===== config.mk =====
export PLATFORM = sky130hd
export DESIGN_NAME = yuv2rgb_ram
export DESIGN_NICKNAME = d
export VERILOG_FILES = /design/src/design/yuv2rgb_ram.sv
export SDC_FILE = /design/constraint.sdc
export NUM_CORES = 2
export LEC_CHECK = 0
export CAP_MARGIN = 15
export CORE_MARGIN = 1
export CORE_UTILIZATION = 45
export DETAILED_ROUTE_END_ITERATION = 6
export DONT_BUFFER_PORTS = 1
export HOLD_SLACK_MARGIN = 0.02
export PLACE_DENSITY_LB_ADDON = 0.08
export SLEW_MARGIN = 20
export SYNTH_ARGS = -nofsm -noshare
export SYNTH_HDL_FRONTEND = slang
export SYNTH_SLANG_ARGS = --single-unit

===== constraint.sdc =====
create_clock -name clk -period 2.5 [get_ports clk]
set_input_delay 0.5 -clock clk [delete_from_list [all_inputs] [get_ports clk]]
set_output_delay 0.5 -clock clk [all_outputs]
set_load 0.01 [all_outputs]

===== src/design/yuv2rgb_ram.sv =====
module yuv2rgb_ram #(
    parameter int WIDTH = 8,
    parameter int DEPTH = 256
) (
    input  logic                                          clk,
    input  logic                                          wr_en,
    input  logic [((DEPTH > 1) ? $clog2(DEPTH) : 1)-1:0]  wr_addr,
    input  logic [WIDTH-1:0]                              wr_data,
    input  logic                                          rd_en,
    input  logic [((DEPTH > 1) ? $clog2(DEPTH) : 1)-1:0]  rd_addr,
    output logic [WIDTH-1:0]                              rd_data
);

    logic [WIDTH-1:0] mem_reg [DEPTH];
    logic [WIDTH-1:0] rd_data_reg;

    always_ff @(posedge clk) begin
        if (wr_en) begin
            mem_reg[wr_addr] <= wr_data;
        end
    end

    always_ff @(posedge clk) begin
        if (rd_en) begin
            rd_data_reg <= mem_reg[rd_addr];
        end
    end

    assign rd_data = rd_data_reg;

endmodule


Yosys cells after proc, flatten, opt, wreduce, memory -nomap -nowiden
Memories as Yosys holds them, arrays and structs flattened. A register that Yosys moved wholly into a read port is not among the register bits.
Cells that the tools add are included.
{"block": "op_classes", "mux": 2}
{"cell": "$mux 1", "n": 2}
{"block": "word_totals", "reg_bits": 0, "ram_bits": 2048, "word_cells": 3, "n_memories": 1}
{"name": "mem_reg", "depth": 256, "word_bits": 8, "rd": 1, "rd_ports_with_merged_regs": 1, "write_ports": 1, "line_no": "14", "text": "logic [WIDTH-1:0] mem_reg [DEPTH];"}

Longest topological paths before layout
{"block": "logic_depth", "ltp_word": 2, "depth_mapped": 11, "mapped_depth_nobuf": 6}

Worst setup path before layout
No wires, ideal clock.
{"block": "synth_path", "kind": "input -> register", "from": "input rd_addr[0] in the netlist's numbering", "to": "register rd_data_reg[2] (netlist: rd_data[2]) (read register of mem_reg), data pin", "arrival_ps": 2307, "required_ps": 2231, "setup_slack_ps": -76, "path_stages": 9, "path_cell_list": "buf_6 -> buf_12 -> buf_8 -> buf_2 -> mux4_2 -> a22oi_1 -> a21oi_1 -> nor4_1 -> nor4_2"}
{"item": "from (decl)", "line_no": "10", "text": "input logic [((DEPTH > 1) ? $clog2(DEPTH) : 1)-1:0] rd_addr,"}
{"item": "to (decl)", "line_no": "15", "text": "logic [WIDTH-1:0] rd_data_reg;"}

==> reports/qor.yml <==
status: "complete, but fails checks"
violations: "negative hold slack, max-slew violations, negative setup slack"
vias: 40196
cts.clk_slew.worst_paths_ns: 0.06
yosysSeqAreaShare_pct: 77.53
drc: 0
start_kind: "primary input"
crit_chain: "or3b_2 -> buf_12 -> o221ai_1 -> a21oi_1 -> a21oi_1 -> buf_4 -> nor4_4 -> buf_4 -> nor4_2"
area_growth_pct: 17.27
crit_arrival_ns: 3.53
clock_path_buffers: 3
tightestPinTransition_ns: 1.509
largest_reg_flops: 2048
critPathLaunch: "rd_addr[1]"
path_max_fanout: 446
via_per_inst: 5.915
h-tree-depth: 4
leakage_uw: 0.02990
drt.antenna.violating_nets: 0
rrSetupSlack_ns: 0.05
clock_latency_ns: 0.84
synthTopCellsByArea: "edfxtp_1 78%, mux4_2 13%, mux2i_1 1.7%"
crit_buf_inv: 3
place.gp.congestion: 0.8154
syn-cell-area_mm2: 0.07964
synth-edff-count: 2056
worst_setup_path_end_kind: "flip-flop"
ys_ff_latch: 2056
syn-num-nets: 3760
min_from: "wr_data[3]"
rr_startpoint: "mem_reg[132][2]"
dp_slack_ns: -0.9901
drive_gt1_share_pct: 30.72
utilization_pct: 53.08
path_delay_family: "simple AND/OR/NAND/NOR gates"
grtUsageTotal_pct: 23.32
core_mm2: 0.1759
synth_area_per_cell_um2: 21.33
grt_pass1_wl_mm: 297.6
fmax_mhz: 349.1
portBuffers: 0
whs_ns: -0.1693
rows: 154
cpMaxStageDelayCell: "or3b_2"
skew_ns: 0.02525
setup_viol: 6
gr-total-overflow: 0
cts_buffers: 207
nets: 4312
min_path_type: "primary input to flip-flop"
pin_count: 35
async_flop_share_pct: 0
synth_most_common_cell: "edfxtp_1"
fin_crit_sh_pct: 114.6
die_area_mm2: 0.1787
hpwl_mm: 118.3
finalWirelength_mm: 218.7
initial_utilization_pct: 45.27
yosys.area.top_type: "edfxtp_1"
relSlewSlack_pct: -0.6193
ys.flop_type: "edfxtp_1"
p_int_uw: 57130
finish.instance_area_mm2: 0.09339
final.setup.worst_slack_ns: -0.3646
wire_per_inst_um: 32.18
cts_root_buf: "clkbuf_16"
fp.dieW_um: 422.7
grt_pass1_vias: 41477
critPathKind: "primary input to flip-flop"
maxCapViolations: 0
synth_cells: 3733
placedCellCount: 6361
finalNonFillerCells: 6796
die_y_um: 422.7
min_period_ns: 2.865
ys_types: 54
drtPass1Iterations: 5
combPwrFrac_pct: 4.5
grt_max_degree: 579
switching_share_pct: 20.65
cts_tree: "built"
place_area_mm2: 0.08545
yosys-top-cells-count: "2,056 x edfxtp_1, 454 x mux4_2, 282 x nor2_1"
rsz0062_at_grt: "false"
drt_iter0_drc: 4162
antenna_found_initial: 6
max_stage_delay_ns: 0.92
yosys_warnings: 0
synth.top_cell.area_share_pct: 77.53
p_per_area_mw_per_mm2: 771.0
clkPwrFrac_pct: 42.5
drv_slew: 12
p_switching_uw: 14870
final_hold_viol_count: 192
clock-sinks: 2056
power_frac_seq_pct: 52.9
required_ns: 3.16
vdd_drop_max_v: 0.0007141
[power groups by stage]
stage	Clock, uW	Combinational (uW)	Sequential [uW]
2_1_floorplan	0	1860	38800
3_3_place_gp	0	2410	38800
3_5_place_dp	0	2410	38800
5_1_grt	32400	3410	38100
6_report	30600	3270	38100
4_1_cts	31200	2460	38100
[cell usage in the layout, fill, tap and decap left out, drive strengths merged, types with 34 or more instances in the layout]
cell type / netlist / routed
o221ai: 47 / 47
mux2i: 134 / 134
clkinv: 1 / 86
a21oi: 96 / 96
nand3: 34 / 34
a22oi: 133 / 133
mux4: 456 / 456
buf: 122 / 559
edfxtp: 2056 / 2056
nor2: 282 / 282
clkbuf: 111 / 261
[per-layer routing]
layer  wire, um  share of wire, %  up-vias  global-route usage, %
met1      88490                40    21615                  31.68
met4       5358               2.4        0                  5.972
li1           -                 -    16836                      -
met5          0                 0        -                      0
met2     111000                51     1460                  39.48
met3      13850               6.3      285                  3.528
[path summary, 6_finish.rpt]
| check | end | depth (start not counted) |
|---|---|---|
| worst min register to register | rd_data[3] | 7 |
| worst max register to register | rd_data[2] | 6 |
| worst max-delay path | rd_data[6] | 9 |
| worst min-delay path | mem_reg[189][3] | 0 |
[per-stage QoR]
step,TNS [ns],power (uW),hold WS [ns]
global placement,-7.619,41240,0.6330
detailed placement,-6.976,41240,0.6330
finish,-1.641,72000,-0.1693
CTS,0,71710,-0.2292
floorplan,-0.004963,40640,0.5989
global route,0,73880,-0.2310
[worst register-to-register path: stages, from the launching register on]
cell	delay (ns)
edfxtp_1	0.37
mux4_2	0.49
mux4_2	0.48
nor2_1	0.13
a2111oi_0	0.09
nor3_2	0.49
nor4_2	0.12
[area by class of cell]
cell class | count | area, um^2
multi-input cells | 1442 | 16670
diodes | 3 | 7.507
inverters | 2 | 7.507
flip-flops and latches | 2056 | 61740
repair buffers | 576 | 5354
clock inverters | 132 | 1292
fillers | 13634 | 82540
well taps | 2340 | 2928
clock buffers | 245 | 5386
[cell families (layout without fill, tap and decap cells)]
| group | after synthesis | in the layout | share of synthesized area, % |
|---|---|---|---|
| flops | 2056 | 2056 | 77.53 |
| buf+inv | 235 | 955 | 1.829 |
| compound gates | 385 | 385 | 3.416 |
| other cells | 0 | 3 | 0 |
| simple gates | 466 | 466 | 2.625 |
| mux | 591 | 591 | 14.60 |
[what timing repair did]
item | 4_1_cts | 5_1_grt
hold buffers | 1 | 10
buffers inserted | 0 | 16
hold endpoints to repair | 2041 | 1082
resized for setup | 21 | 14
endpoints found under the setup margin | 8 | 8
cloned | 0 | 23
pin swaps | 1 | 5
(Power assumes the default switching activity.)
