## src/design/yuv2rgb_pkg.sv

```systemverilog
package yuv2rgb_pkg;

    localparam int MAX_WIDTH_DEF  = 1024;
    localparam int MAX_HEIGHT_DEF = 1024;

    localparam int CFG_DATA_W = 11;
    localparam int CFG_IDX_W  = 1;

    localparam logic [CFG_IDX_W-1:0] REG_LINE_WIDTH   = 1'b0;
    localparam logic [CFG_IDX_W-1:0] REG_FRAME_HEIGHT = 1'b1;

    localparam logic [CFG_DATA_W-1:0] LINE_WIDTH_RST   = 11'd352;
    localparam logic [CFG_DATA_W-1:0] FRAME_HEIGHT_RST = 11'd288;

    // Conversion coefficients in 8.8 fixed point.
    localparam logic signed [17:0] K_RV = 18'sd359;
    localparam logic signed [17:0] K_GU = 18'sd88;
    localparam logic signed [17:0] K_GV = 18'sd183;
    localparam logic signed [17:0] K_BU = 18'sd454;
    localparam logic [8:0]         CHROMA_BIAS = 9'd128;

    typedef struct packed {
        logic [7:0] data_byte;
        logic       frame_start;
    } in_item_t;

    typedef struct packed {
        logic [7:0] red;
        logic [7:0] green;
        logic [7:0] blue;
        logic [9:0] pixel_row;
        logic [9:0] pixel_column;
        logic       last_of_run;
    } pixel_t;

endpackage

```

## src/design/yuv2rgb_csc.sv

```systemverilog
module yuv2rgb_csc (
    input  logic [7:0] luma,
    input  logic [7:0] chroma_u,
    input  logic [7:0] chroma_v,
    output logic [7:0] red,
    output logic [7:0] green,
    output logic [7:0] blue
);

    import yuv2rgb_pkg::*;

    logic signed [8:0]  uu;
    logic signed [8:0]  vv;
    logic signed [17:0] yy;
    logic signed [17:0] r_sum;
    logic signed [17:0] g_sum;
    logic signed [17:0] b_sum;

    assign uu = $signed({1'b0, chroma_u} - CHROMA_BIAS);
    assign vv = $signed({1'b0, chroma_v} - CHROMA_BIAS);
    assign yy = $signed({2'b00, luma, 8'h00});

    assign r_sum = yy + 18'(vv) * K_RV;
    assign g_sum = yy - 18'(uu) * K_GU - 18'(vv) * K_GV;
    assign b_sum = yy + 18'(uu) * K_BU;

    // Every sum stays inside -2^17..2^17, so after the shift by eight a set
    // sign bit means below zero and a set bit 16 means above 255.
    function automatic logic [7:0] clamp8(input logic signed [17:0] x);
        logic [7:0] res;
        if (x[17]) begin
            res = 8'h00;
        end else if (x[16]) begin
            res = 8'hFF;
        end else begin
            res = x[15:8];
        end
        return res;
    endfunction

    assign red   = clamp8(r_sum);
    assign green = clamp8(g_sum);
    assign blue  = clamp8(b_sum);

endmodule

```

## config.mk

```make
export PLATFORM = sky130hd
export DESIGN_NAME = yuv2rgb_csc
export DESIGN_NICKNAME = d
export VERILOG_FILES = /design/src/design/yuv2rgb_pkg.sv /design/src/design/yuv2rgb_csc.sv
export SDC_FILE = /design/constraint.sdc
export NUM_CORES = 1
export LEC_CHECK = 0
export ABC_AREA = 0
export ABC_CLOCK_PERIOD_IN_PS = 12370
export BUFFER_PORTS_ARGS = -buffer_cell sky130_fd_sc_hd__buf_4
export CAP_MARGIN = 10
export CORE_UTILIZATION = 30
export DETAILED_ROUTE_END_ITERATION = 7
export PLACE_DENSITY = 0.48
export SLEW_MARGIN = 15
export SYNTH_ARGS = -nofsm -noshare
export SYNTH_HDL_FRONTEND = slang
export SYNTH_SLANG_ARGS = --single-unit
```

## constraint.sdc

```tcl
create_clock -name vclk -period 12.37
set_input_delay 0.6185 -clock vclk [all_inputs]
set_output_delay 0.6185 -clock vclk [all_outputs]
set_load 0.005 [all_outputs]
```

Word level (Yosys, flattened, before mapping):

Index checks and enable logic that the tools add are counted.

* register bits after elaboration: 0
* logic and storage cells: 16
* output and inout port bits: 24
* input port bits: 24

* $mul: 4
* add/sub/neg operators: 6
* muxes and demuxes: 6

Operators by type and width (count)
* 2-to-1 mux 8 bit: 6
* adder 17 x 18 -> 18 bit: 2
* multiplier 9 x 10 -> 18 bit (second input constant): 1
* multiplier 9 x 9 -> 18 bit (second input constant): 1
* subtractor 17 x 17 -> 18 bit: 1
* subtractor 18 bit: 1
* subtractor 8 x 8 -> 9 bit (second input constant): 2
* multiplier 9 x 9 -> 17 bit (second input constant): 1
* multiplier 9 x 5 -> 14 bit (second input constant): 1

Logic depth before layout (Yosys ltp):

* depth in word-level cells: 6
* mapped depth: 24
* mapped depth without buffers: 23

Worst setup path before layout:

No wires, ideal clock.

* path type: in2out
* start: input chroma_u[7]
* end: output green[0]
* slack: 5496 ps
* arrival: 6255 ps
* required time: 11752 ps
* stages on the path: 20
* path through: clkbuf_1 -> inv_1 -> ha_1 -> xnor2_1 -> xnor2_1 -> ha_1 -> or3_1 -> o21ai_0 -> xnor2_1 -> ha_1 -> fa_1 -> fa_1 -> fa_1 -> inv_1 -> ha_1 -> or3_1 -> o211ai_1 -> nand2_1 -> o311ai_2 -> o21a_1

* cells in the longest elaborated chain, start to end: 6

Ends and longest elaborated chain
* start: declaration: RTL line yuv2rgb_csc.sv:3 `input logic [7:0] chroma_u,`
* subtractor 8 x 8 -> 9 bit (*): RTL line yuv2rgb_csc.sv:19 `assign uu = $signed({1'b0, chroma_u} - CHROMA_BIAS);`
* multiplier 9 x 5 -> 14 bit (*): RTL line yuv2rgb_csc.sv:24 `assign g_sum = yy - 18'(uu) * K_GU - 18'(vv) * K_GV;`
* subtractor 17 x 17 -> 18 bit (*): RTL line yuv2rgb_csc.sv:24
* subtractor 18 bit (*): RTL line yuv2rgb_csc.sv:24
* 2-to-1 mux 8 bit: RTL line yuv2rgb_csc.sv:33 `end else if (x[16]) begin`
* 2-to-1 mux 8 bit (*): RTL line yuv2rgb_csc.sv:31 `if (x[17]) begin`
* end: declaration: RTL line yuv2rgb_csc.sv:6 `output logic [7:0] green,`

Mark *: on every way between the ends. The rest lies on a longest branch, timed or not.

Worst setup path in the final report:

* start: input chroma_u[3]
* end: output green[7]

Same word-level chain as after synthesis.

==> metrics.csv <==
metric;value;unit
Max FO, Critical Path;8;
post-CTS setup buffer count;0;
nets;1040;
ant diodes;0;
via count;4794;
Placer Congestion;0.776;
die height;148;um
Seq cells;0;
Synth cell types;56;
WP data arrival;6.84;ns
drt pass-1 iters;7;
Yosys top cell area share;0.326;
Synth area leaders;ha_1 33%, fa_1 28%, inv_1 10%, xnor2_1 4.9%, o21a_1 3.4%;
initial drt markers;176;
post-synthesis sequential area ratio;0;
Mapped Cells;712;
yosys warns;0;
status;complete, but fails checks;
port bufs;48;
CLK BUF;0;
DP Wirelength;12900;um
critical path class;input port to output pin;
worst hold path type;input port to output pin;
Starting Density;0.306;
Critical Path Start Type;input port;
final hold slack;1.75;ns
grt ovf;0;
layout cells sized above 1;0.0871;
number of global-route vias before repair;4920;
DRC violations left;2;
DR WL/cell;13.7;um
Net Count, Synth;992;
ANT nets after route;0;
Reg area;0;sq um
Max-Cap Viols;0;
width of the die;148;um
max-slew violation count;0;
CP endpoint kind;output pin;
Setup Total Neg Slack;0;ns
largest net degree at the start of global routing;15;
Crit path required time;11.75;ns
global-route wire length before repair;23900;um
area leader, netlist;ha_1;
Slew @ Worst Pin;0.803;ns
failing checks;DRC;
IO Pins;48;
die area;21900;sq um
Post-Syn Area;6410;sq um
Final Critical Period;7.46;ns
RSZ-0062 raised after global routing;no;
fmax;134;MHz
DR vias/cell;4.64;
crit share post-route;0.603;
initial antenna violation count;0;
Post-Syn Area per Cell;9.00;sq um
core box area;21000;sq um
slew margin rel.;0.457;
overall routing resource usage;0.135;
Finish-stage setup viols;0;
CTS Hold Bufs;0;
final WL;14200;um
FP Rows;53;
P&R area growth vs syn;10.9;%
CTS resizes;0;
final hold viol count;0;
## critical path, cell delays in order
cell and delay, ns:
buf_4 0.14, ha_1 0.27, inv_1 0.05, fa_1 0.49, inv_1 0.04, ha_1 0.32, a21o_1 0.19, a21oi_1 0.22
nor2b_1 0.07, o21a_1 0.20, o21ai_0 0.29, xnor2_1 0.13, ha_1 0.32, fa_1 0.51, fa_1 0.52, fa_1 0.54
inv_1 0.04, ha_1 0.21, or3_1 0.40, o211ai_1 0.25, nand2_1 0.14, o311ai_2 0.56, o21a_1 0.22, buf_4 0.11
## cell usage after synthesis (all sizes together) (2+ instances only)
master	count
a2111o	2
a2111oi	2
a211oi	4
a21o	10
a21oi	22
a221oi	2
a311oi	2
a31oi	4
and2	4
and3	4
fa	89
ha	167
inv	179
mux2i	4
nand2	22
nand2b	2
nand3	11
nand4	4
nor2	30
nor3	13
o211ai	5
o21a	29
o21ai	16
o21bai	6
o22ai	2
o311ai	2
o41ai	2
or2	4
or3	3
xnor2	37
xor2	12
## per-stage QoR
step,util,worst slack (ns),std cells,area [sq um]
after global routing,0.339,4.44,1033,7100
final,0.339,4.91,1033,7100
after floorplan,-,5.50,712,6410
after CTS,0.339,4.89,1033,7100
after detailed placement,0.339,4.92,1033,7100
after global placement,0.339,5.02,1033,7100
## per-layer routing
layer	vias up	GRT usage	part of all wire
met3	2	0.00123	0.039
met4	0	0.00155	0.00099
met5	-	0	0
li1	2426	-	-
met1	2323	0.185	0.46
met2	43	0.250	0.50
## layout by cell type, fill, tap and decap left out, types with 13 or more instances in the layout
master / count
a21oi_1: 22
buf_4: 48
fa_1: 89
ha_1: 167
inv_1: 179
nand2_1: 22
nor2_1: 30
nor3_1: 13
o21a_1: 29
o21ai_0: 15
xnor2_1: 36
## cells by family after synthesis
family                   synth area share
buffers and inverters               0.106
AO/OA/AOI/OAI                       0.137
AND/OR/NAND/NOR                    0.0773
XOR/XNOR                           0.0693
adder cells (fa/ha/maj)             0.604
multiplexers                      0.00625
## final cells by class
type               instances  area (sq um)
repair buffers            48           360
multi-input cells        531          5730
inverters                179           672
well taps                275           344
fillers                 2280         13900
## worst paths after layout
| kind | startpoint | end | slack [ns] | depth (start not counted) |
|---|---|---|---|---|
| setup / recovery | chroma_u[3] | green[7] | 4.91 | 24 |
| hold / removal | luma[0] | blue[0] | 1.75 | 4 |
Power is not shown: default switching activity piles up to over one toggle a cycle in this logic, so the estimate is an artifact.
